[src/rtl/core/sha1_pkg.sv]
`default_nettype none
// ----------------------------------------------------------------------------
// SHA-1 package
// Shared constants, the state machine type and the round functions.
// ----------------------------------------------------------------------------
package sha1_pkg;

  localparam logic [31:0] H0 = 32'h67452301;
  localparam logic [31:0] H1 = 32'hefcdab89;
  localparam logic [31:0] H2 = 32'h98badcfe;
  localparam logic [31:0] H3 = 32'h10325476;
  localparam logic [31:0] H4 = 32'hc3d2e1f0;
  localparam logic [31:0] K0 = 32'h5A827999;
  localparam logic [31:0] K1 = 32'h6ED9EBA1;
  localparam logic [31:0] K2 = 32'h8F1BBCDC;
  localparam logic [31:0] K3 = 32'hCA62C1D6;
  localparam logic [7:0]  PAD_BYTE = 8'h80;

  typedef enum logic [2:0] {
    ST_IDLE,
    ST_ROUND,
    ST_ADD,
    ST_PAD,
    ST_EMIT
  } state_t;

  // Chain word initial values by index.
  function automatic logic [31:0] init_word(input logic [2:0] idx);
    logic [31:0] v;
    case (idx)
      3'd0: v = H0;
      3'd1: v = H1;
      3'd2: v = H2;
      3'd3: v = H3;
      default: v = H4;
    endcase
    return v;
  endfunction

  // One SHA-1 round: returns the new a.
  function automatic logic [31:0] round_t(input logic [6:0] r, input logic [31:0] a,
                                          input logic [31:0] b, input logic [31:0] c,
                                          input logic [31:0] d, input logic [31:0] e,
                                          input logic [31:0] w);
    logic [31:0] f;
    logic [31:0] k;
    if (r < 7'd20) begin
      f = (b & c) | (~b & d);
      k = K0;
    end else if (r < 7'd40) begin
      f = b ^ c ^ d;
      k = K1;
    end else if (r < 7'd60) begin
      f = (b & c) | (b & d) | (c & d);
      k = K2;
    end else begin
      f = b ^ c ^ d;
      k = K3;
    end
    return {a[26:0], a[31:27]} + f + e + w + k;
  endfunction

endpackage
`default_nettype wire

[src/rtl/core/sha1_wbuf.sv]
`default_nettype none
// ----------------------------------------------------------------------------
// SHA-1 message schedule buffer
// Sixteen-word memory holding the block; before the rounds it is read out
// word by word, in order, to load the schedule window.
// ----------------------------------------------------------------------------
module sha1_wbuf (
  input  wire        clk,
  input  wire        wr_en,
  input  wire [3:0]  wr_addr,
  input  wire [31:0] wr_data,
  input  wire [3:0]  rd_addr,
  output logic [31:0] rd_data
);

  logic [31:0] mem [16];

  // Synchronous write and registered read.
  always_ff @(posedge clk) begin
    if (wr_en) begin
      mem[wr_addr] <= wr_data;
    end
    rd_data <= mem[rd_addr];
  end

endmodule
`default_nettype wire

[src/rtl/core/sha1_message_digest.sv]
`default_nettype none
// ----------------------------------------------------------------------------
// SHA-1 message digest
// Streams 32-bit message words, pads the final block and returns the digest.
// ----------------------------------------------------------------------------
// A non-last item is written into the block memory, and the input stays
// open while the block fills. The sixteenth word of a block starts a
// compression: the sixteen words are read out of the block memory through
// its registered read into the schedule window, then come 80 rounds at one
// a cycle and the chaining add, all while the input is stalled. A last item
// adds padding (one word a cycle into the block memory), one or two
// compressions, then the five digest words leave one per accepted output
// item. The round rate is set by the single 32-bit adder chain of the round.
module sha1_message_digest (
  input  wire         clk,
  input  wire         rst_n,
  input  wire         in_valid,
  output logic        in_stall,
  input  wire  [31:0] in_data_word,
  input  wire  [2:0]  in_valid_bytes,
  input  wire         in_last_word,
  output logic        out_valid,
  input  wire         out_stall,
  output logic [31:0] out_digest_word,
  output logic [2:0]  out_digest_index,
  output logic        out_digest_last
);

  sha1_pkg::state_t state_r, state_nxt;

  logic [31:0] h_r [5];
  logic [31:0] a_r, b_r, c_r, d_r, e_r;
  logic [31:0] win_r [16];          // schedule window, index 0 = w[r]
  logic [6:0]  round_r;
  logic [3:0]  pos_r;
  logic [60:0] bytes_r;
  logic        final_r;             // a last item is being closed out
  logic        padded_r;            // the pad byte word has been written
  logic        lenhi_r;             // length high word is in this block
  logic [2:0]  emit_r;
  logic [4:0]  load_r;              // window load counter (0..17)

  logic        in_acc, out_acc;
  logic [2:0]  nb;
  logic [31:0] pad_word;
  logic        wr_en;
  logic [3:0]  wr_addr;
  logic [31:0] wr_data;
  logic [31:0] rd_data;
  logic [31:0] t_new, w_new;
  logic [63:0] bits;

  assign in_acc  = in_valid && !in_stall;
  assign out_acc = out_valid && !out_stall;
  assign nb      = (in_valid_bytes > 3'd4) ? 3'd4 : in_valid_bytes;
  assign bits    = {bytes_r, 3'b000};

  // Padded partial word.
  always_comb begin
    case (nb)
      3'd1: pad_word = {in_data_word[31:24], sha1_pkg::PAD_BYTE, 16'h0};
      3'd2: pad_word = {in_data_word[31:16], sha1_pkg::PAD_BYTE, 8'h0};
      3'd3: pad_word = {in_data_word[31:8], sha1_pkg::PAD_BYTE};
      default: pad_word = {sha1_pkg::PAD_BYTE, 24'h0};
    endcase
  end

  // Memory write: input words and padding words.
  always_comb begin
    wr_en   = 1'b0;
    wr_addr = pos_r;
    wr_data = in_data_word;
    if (state_r == sha1_pkg::ST_IDLE && in_acc) begin
      wr_en = 1'b1;
      if (in_last_word && nb != 3'd4) begin
        wr_data = pad_word;
      end
    end else if (state_r == sha1_pkg::ST_PAD) begin
      wr_en = 1'b1;
      if (!padded_r) begin
        wr_data = {sha1_pkg::PAD_BYTE, 24'h0};
      end else if (pos_r == 4'd14) begin
        wr_data = bits[63:32];
      end else if (pos_r == 4'd15 && lenhi_r) begin
        wr_data = bits[31:0];
      end else begin
        wr_data = 32'h0;
      end
    end
  end

  sha1_wbuf u_wbuf (
    .clk    (clk),
    .wr_en  (wr_en),
    .wr_addr(wr_addr),
    .wr_data(wr_data),
    .rd_addr(load_r[3:0]),
    .rd_data(rd_data)
  );

  assign w_new = win_r[13] ^ win_r[8] ^ win_r[2] ^ win_r[0];
  assign t_new = sha1_pkg::round_t(round_r, a_r, b_r, c_r, d_r, e_r, win_r[0]);

  // Next state.
  always_comb begin
    state_nxt = state_r;
    case (state_r)
      sha1_pkg::ST_IDLE: begin
        if (in_acc) begin
          if (pos_r == 4'd15) begin
            state_nxt = sha1_pkg::ST_ROUND;
          end else if (in_last_word) begin
            state_nxt = sha1_pkg::ST_PAD;
          end
        end
      end
      sha1_pkg::ST_ROUND: begin
        if (round_r == 7'd79) state_nxt = sha1_pkg::ST_ADD;
      end
      sha1_pkg::ST_ADD: begin
        if (!final_r) state_nxt = sha1_pkg::ST_IDLE;
        else if (lenhi_r) state_nxt = sha1_pkg::ST_EMIT;
        else state_nxt = sha1_pkg::ST_PAD;
      end
      sha1_pkg::ST_PAD: begin
        if (pos_r == 4'd15) state_nxt = sha1_pkg::ST_ROUND;
      end
      sha1_pkg::ST_EMIT: begin
        if (out_acc && emit_r == 3'd4) state_nxt = sha1_pkg::ST_IDLE;
      end
      default: state_nxt = sha1_pkg::ST_IDLE;
    endcase
  end

  // Outputs.
  always_comb begin
    in_stall         = (state_r != sha1_pkg::ST_IDLE);
    out_valid        = (state_r == sha1_pkg::ST_EMIT);
    out_digest_word  = h_r[emit_r];
    out_digest_index = emit_r;
    out_digest_last  = (emit_r == 3'd4);
  end

  // Control registers. The length words go in the first block whose
  // position 14 is reached after the pad byte word was written.
  always_ff @(posedge clk) begin
    if (!rst_n) begin
      state_r  <= sha1_pkg::ST_IDLE;
      pos_r    <= 4'd0;
      bytes_r  <= 61'd0;
      final_r  <= 1'b0;
      padded_r <= 1'b0;
      lenhi_r  <= 1'b0;
      emit_r   <= 3'd0;
      round_r  <= 7'd0;
      load_r   <= 5'd0;
      for (int i = 0; i < 5; i++) h_r[i] <= sha1_pkg::init_word(3'(i));
    end else begin
      state_r <= state_nxt;
      case (state_r)
        sha1_pkg::ST_IDLE: begin
          round_r <= 7'd0;
          load_r  <= 5'd0;
          if (in_acc) begin
            pos_r <= pos_r + 4'd1;
            if (in_last_word) begin
              bytes_r  <= bytes_r + 61'(nb);
              final_r  <= 1'b1;
              // A short or empty last word already carries the pad byte.
              padded_r <= (nb != 3'd4);
            end else begin
              bytes_r <= bytes_r + 61'd4;
            end
          end
        end
        sha1_pkg::ST_ROUND: begin
          if (load_r != 5'd17) load_r <= load_r + 5'd1;
          else if (round_r != 7'd79) round_r <= round_r + 7'd1;
        end
        sha1_pkg::ST_ADD: begin
          h_r[0] <= h_r[0] + a_r;
          h_r[1] <= h_r[1] + b_r;
          h_r[2] <= h_r[2] + c_r;
          h_r[3] <= h_r[3] + d_r;
          h_r[4] <= h_r[4] + e_r;
          round_r <= 7'd0;
          load_r  <= 5'd0;
        end
        sha1_pkg::ST_PAD: begin
          pos_r <= pos_r + 4'd1;
          if (!padded_r) padded_r <= 1'b1;
          else if (pos_r == 4'd14) lenhi_r <= 1'b1;
        end
        sha1_pkg::ST_EMIT: begin
          if (out_acc) begin
            emit_r <= emit_r + 3'd1;
            if (emit_r == 3'd4) begin
              emit_r   <= 3'd0;
              pos_r    <= 4'd0;
              bytes_r  <= 61'd0;
              final_r  <= 1'b0;
              padded_r <= 1'b0;
              lenhi_r  <= 1'b0;
              for (int i = 0; i < 5; i++) h_r[i] <= sha1_pkg::init_word(3'(i));
            end
          end
        end
        default: ;
      endcase
    end
  end

  // Working variables and schedule window.
  always_ff @(posedge clk) begin
    if (state_r == sha1_pkg::ST_ROUND) begin
      if (load_r == 5'd0) begin
        a_r <= h_r[0]; b_r <= h_r[1]; c_r <= h_r[2]; d_r <= h_r[3]; e_r <= h_r[4];
      end
      if (load_r >= 5'd1 && load_r <= 5'd16) begin
        for (int i = 0; i < 15; i++) win_r[i] <= win_r[i+1];
        win_r[15] <= rd_data;
      end else if (load_r == 5'd17) begin
        a_r <= t_new;
        b_r <= a_r;
        c_r <= {b_r[1:0], b_r[31:2]};
        d_r <= c_r;
        e_r <= d_r;
        for (int i = 0; i < 15; i++) win_r[i] <= win_r[i+1];
        win_r[15] <= {w_new[30:0], w_new[31]};
      end
    end
  end

`ifndef SYNTH
  // Input is only taken while idle.
  assert property (@(posedge clk) disable iff (!rst_n)
    in_acc |-> state_r == sha1_pkg::ST_IDLE) else $error("input taken while busy");
  // Digest index advances by one per accepted output.
  assert property (@(posedge clk) disable iff (!rst_n)
    out_acc && emit_r != 3'd4 |=> emit_r == $past(emit_r) + 3'd1)
    else $error("digest index skipped");
  // Rounds never pass 79.
  assert property (@(posedge clk) disable iff (!rst_n)
    round_r <= 7'd79) else $error("round overrun");
`endif

endmodule
`default_nettype wire

[config.mk]
export PLATFORM = sky130hd
export DESIGN_NAME = sha1_message_digest
export DESIGN_NICKNAME = d
export VERILOG_FILES = /design/src/rtl/core/sha1_pkg.sv /design/src/rtl/core/sha1_wbuf.sv /design/src/rtl/core/sha1_message_digest.sv
export SDC_FILE = /design/constraint.sdc
export NUM_CORES = 2
export LEC_CHECK = 0
export ABC_CLOCK_PERIOD_IN_PS = 30100
export BUFFER_PORTS_ARGS = -buffer_cell sky130_fd_sc_hd__buf_2
export CORE_MARGIN = 2
export CORE_UTILIZATION = 55
export CTS_CLUSTER_DIAMETER = 100
export DETAILED_ROUTE_END_ITERATION = 8
export MAX_ROUTING_LAYER = met4
export PLACE_DENSITY_LB_ADDON = 0.3
export SYNTH_ARGS = -nofsm -noshare
export SYNTH_HDL_FRONTEND = slang
export SYNTH_SLANG_ARGS = --single-unit
[constraint.sdc]
create_clock -name clk -period 30.1 [get_ports clk]
set_input_delay 1.505 -clock clk [delete_from_list [all_inputs] [get_ports clk]]
set_output_delay 1.505 -clock clk [all_outputs]
set_load 0.005 [all_outputs]
==> summary.txt <==
Status
  • Result of the run: finished clean

Global route
  • Pin count of the biggest net entering global routing: 219
  • Initial antenna violation count: 0
  • Via count of the first global-routing pass: 39900
  • Aggregate global routing overflow: 0
  • GRT Resource Usage Total: 0.270
  • First-pass GRT wire length: 249 mm

CTS
  • Number of hold buffers added after CTS: 0
  • CTS max path bufs: 3
  • # resized after CTS: 0
  • Clk Tree Root Cell: clkbuf_16
  • Post-CTS setup buffer count: 0
  • Number of buffers created by CTS: 151
  • Worst skew pair latency: 800 ps
  • H-tree depth reported by CTS: 4
  • Clock tree from TritonCTS: built
  • Reg clk slew, reported paths: 60 ps
  • Count of clock tree sinks: 1465

Worst setup path
  • Setup crit end kind: flop
  • Maximum fanout count along the critical path: 18
  • Worst reg2reg setup slack: 22660 ps
  • WP data arrival: 7950 ps
  • Worst reg2reg path depth: 25
  • Kind of launch point of the worst setup path: flop
  • End of the worst register-to-register path: a_r[31]
  • Data required time of the worst path: 30610 ps
  • Startpoint of the most critical register-to-register path: round_r[5]
  • Startpoint-to-endpoint class of the critical path: reg2reg

STA
  • Final-report max-slew violation count: 0
  • Sum of negative setup slack: 0 ps
  • Max-slew headroom at the worst pin: 0.122
  • Final worst hold slack: 400 ps
  • Count of endpoints failing hold in the final timing report: 0
  • Finish-stage setup viols: 0
  • Max Clk Rate: 134 MHz
  • Setup repair after global routing missed its margin: false
  • Setup WS post-layout: 22660 ps
  • Actual slew at the worst max-slew pin: 1310 ps
  • Share of the cycle needed by the critical path after routing: 0.247
  • Clock period minus final worst setup slack: 7440 ps
  • Clock tree skew after final layout: 53.0 ps

Die
  • Core Area: 0.124 mm²
  • Number of ports placed on the die boundary: 78
  • Horizontal die dimension: 357 µm
  • Floorplan row count: 129
  • Area of the die: 0.128 mm²
  • Die Height: 357 µm
  • Initial core utilization: 0.555

Hold path
  • Worst min-delay path class: reg2reg
  • Min-Delay Startpoint: win_r[0][211]
  • Hold path depth: 0
  • End of the worst hold path: win_r[0][179]

Layout
  • Post-layout nets: 5310
  • Number of non-filler instances in the completed layout: 6699
  • Core Util, Final: 0.616
  • Fraction of layout instances using a drive strength above 1: 0.133
  • Cell area after layout: 0.0763 mm²
  • Syn-to-layout area delta: 11.0%
  • N_diodes: 0
  • Fill cell total of the finished layout: 9043

Power
  • NetSw: 2.42 mW
  • Combinational share of power: 0.342
  • Worst vdd rail ir drop: 0.0914 mV
  • Portion of total power attributed to the clock network: 0.272
  • Total power consumption of the routed design: 6.95 mW
  • Seq pwr share: 0.385
  • Total power density per cell area: 91.2 mW/mm²
  • Net switching share of the total power: 0.348
  • Leakage: 27.4 nW
  • Internal power contribution: 4.53 mW

Logic synthesis
  • Ranking of synthesized cells by instance count: edfxtp_1, nor2_1, a21oi_1
  • Mean instance size in the synthesized netlist: 14.3 µm²
  • Most common cell in the netlist: edfxtp_1
  • Synth unique cells: 84
  • Library cell with the largest summed area after synthesis: edfxtp_1
  • Number of flip-flops and latches in the synthesized netlist: 1465
  • Post-synthesis net count: 5181
  • Most area-consuming cells after synthesis: edfxtp_1, mux4_2, ha_1, fa_1, dfxtp_1
  • Fraction of post-synthesis cell area in the top cell type by area: 0.587
  • Predominant post-synthesis flop cell: edfxtp_1
  • Post-Syn Area: 0.0687 mm²
  • Post-Synthesis Cells: 4808
  • Number of enable flip-flop cells after synthesis: 1344
  • Fraction of the yosys area taken by sequential cells: 0.623
  • Yosys synthesis warning count: 0
  • Ys async rst share: 0

Placement
  • Final weighted congestion of routability-driven global placement: 0.967
  • Buffers on Ports: 77
  • Detailed placer's ending HPWL: 107 mm
  • Area after detailed placement: 0.0712 mm²
  • Number of placed instances with taps included: 6421
  • Worst slack after detailed placement: 22800 ps

Detailed routing
  • Post-route DRC violation count: 0
  • Vias per std cell: 6.10
  • Routed Wire Length: 167 mm
  • DR vias: 40900
  • Drt first-iter violations: 4792
  • Average wire per cell in the routed design: 24.9 µm
  • First-pass detailed-route iteration total: 9
  • Post-route ant nets: 0

Flow run
  • Max-capacitance violation count: 0
-- flip-flops by register name, summed over array words and instances, names as in the netlist, 3 cells and up, named ones only --
| name | count |
|---|---|
| a_r | 32 |
| b_r | 32 |
| bytes_r | 61 |
| c_r | 32 |
| d_r | 32 |
| e_r | 32 |
| h_r | 160 |
| load_r | 5 |
| out_digest_index | 3 |
| pos_r | 4 |
| round_r | 7 |
| state_r | 3 |
| u_wbuf.mem | 512 |
| u_wbuf.rd_data | 32 |
| win_r | 512 |
-- power groups by stage --
stage,Clock [mW],Combinational [mW],Sequential (mW)
6_report,1.89,2.38,2.68
5_1_grt,1.99,2.63,2.70
4_1_cts,1.92,2.36,2.68
3_5_place_dp,0,2.33,2.71
3_3_place_gp,0,2.30,2.71
2_1_floorplan,0,1.76,2.68
-- worst max-delay path: stages (launching register included) --
cell	delay, ps
dfxtp_1	490
o21ai_0	130
nor2b_1	170
nand2b_1	130
inv_1	240
nor2_2	140
buf_4	350
clkinv_1	720
a222oi_1	570
fa_1	510
fa_1	490
fa_1	510
inv_1	40
ha_1	190
inv_1	70
fa_1	210
nor2b_1	60
o21ai_0	220
a21oi_1	140
o2111ai_1	340
a31oi_1	220
o41ai_1	520
o21bai_1	150
a21oi_1	270
and3_1	190
nor3_1	40
-- layer usage --
layer | global-route usage | vias up | part of all wire | routed length, µm
met1 | 0.386 | 20500 | 0.43 | 71900
met5 | - | - | 0 | 0
li1 | - | 18300 | - | -
met2 | 0.399 | 1775 | 0.46 | 76400
met4 | 0.0924 | 0 | 0.033 | 5530
met3 | 0.0399 | 313 | 0.078 | 13000
-- placed cells by master, fill, tap and decap left out, drive strengths merged, types with 21 or more instances in the layout --
| cell | netlist | layout |
|---|---|---|
| edfxtp | 1344 | 1344 |
| nor2 | 390 | 390 |
| a21oi | 316 | 316 |
| inv | 297 | 302 |
| nand2 | 271 | 271 |
| ha | 207 | 207 |
| xnor2 | 197 | 197 |
| mux4 | 192 | 192 |
| clkbuf | 125 | 191 |
| o21ai | 190 | 190 |
| mux2i | 172 | 172 |
| buf | 36 | 137 |
| fa | 126 | 126 |
| dfxtp | 121 | 121 |
| xor2 | 112 | 112 |
| a21o | 99 | 99 |
| nand3 | 68 | 68 |
| clkinv | 3 | 67 |
| mux2 | 48 | 48 |
| nor2b | 38 | 38 |
| nor3 | 38 | 38 |
| a222oi | 36 | 36 |
| nand2b | 35 | 35 |
| nand4 | 33 | 33 |
| and3 | 30 | 30 |
| or3 | 23 | 23 |
| o21a | 22 | 22 |
| and2 | 21 | 21 |
-- cell type report --
type	count	area, µm²	area share
flip-flops and latches	1465	42800	0.561
inverters	300	1130	0.0148
repair buffers	137	861	0.0113
clock buffers	191	4040	0.0530
well taps	1637	2050	0.0269
multi-input cells	2882	24400	0.320
clock inverters	87	1020	0.0133
-- cell families after synthesis --
logic type / synth area share
buffers and inverters: 0.0253
AND/OR/NAND/NOR: 0.0648
multiplexers: 0.0959
AO/OA/AOI/OAI: 0.0776
XOR/XNOR: 0.0394
flip-flops: 0.623
adder cells (fa/ha/maj): 0.0744
-- worst max-delay path by stage --
stage,startpoint,endpoint,slack [ps],depth (start not counted)
floorplan,load_r[0],win_r[0][0],2460,8
global placement,round_r[5],a_r[31],23020,25
detailed placement,round_r[5],a_r[31],22800,25
CTS,round_r[5],a_r[31],22740,25
global route,round_r[5],a_r[31],22180,25
finish,round_r[5],a_r[31],22660,25
No activity file was read; power rests on OpenSTA's default activity.
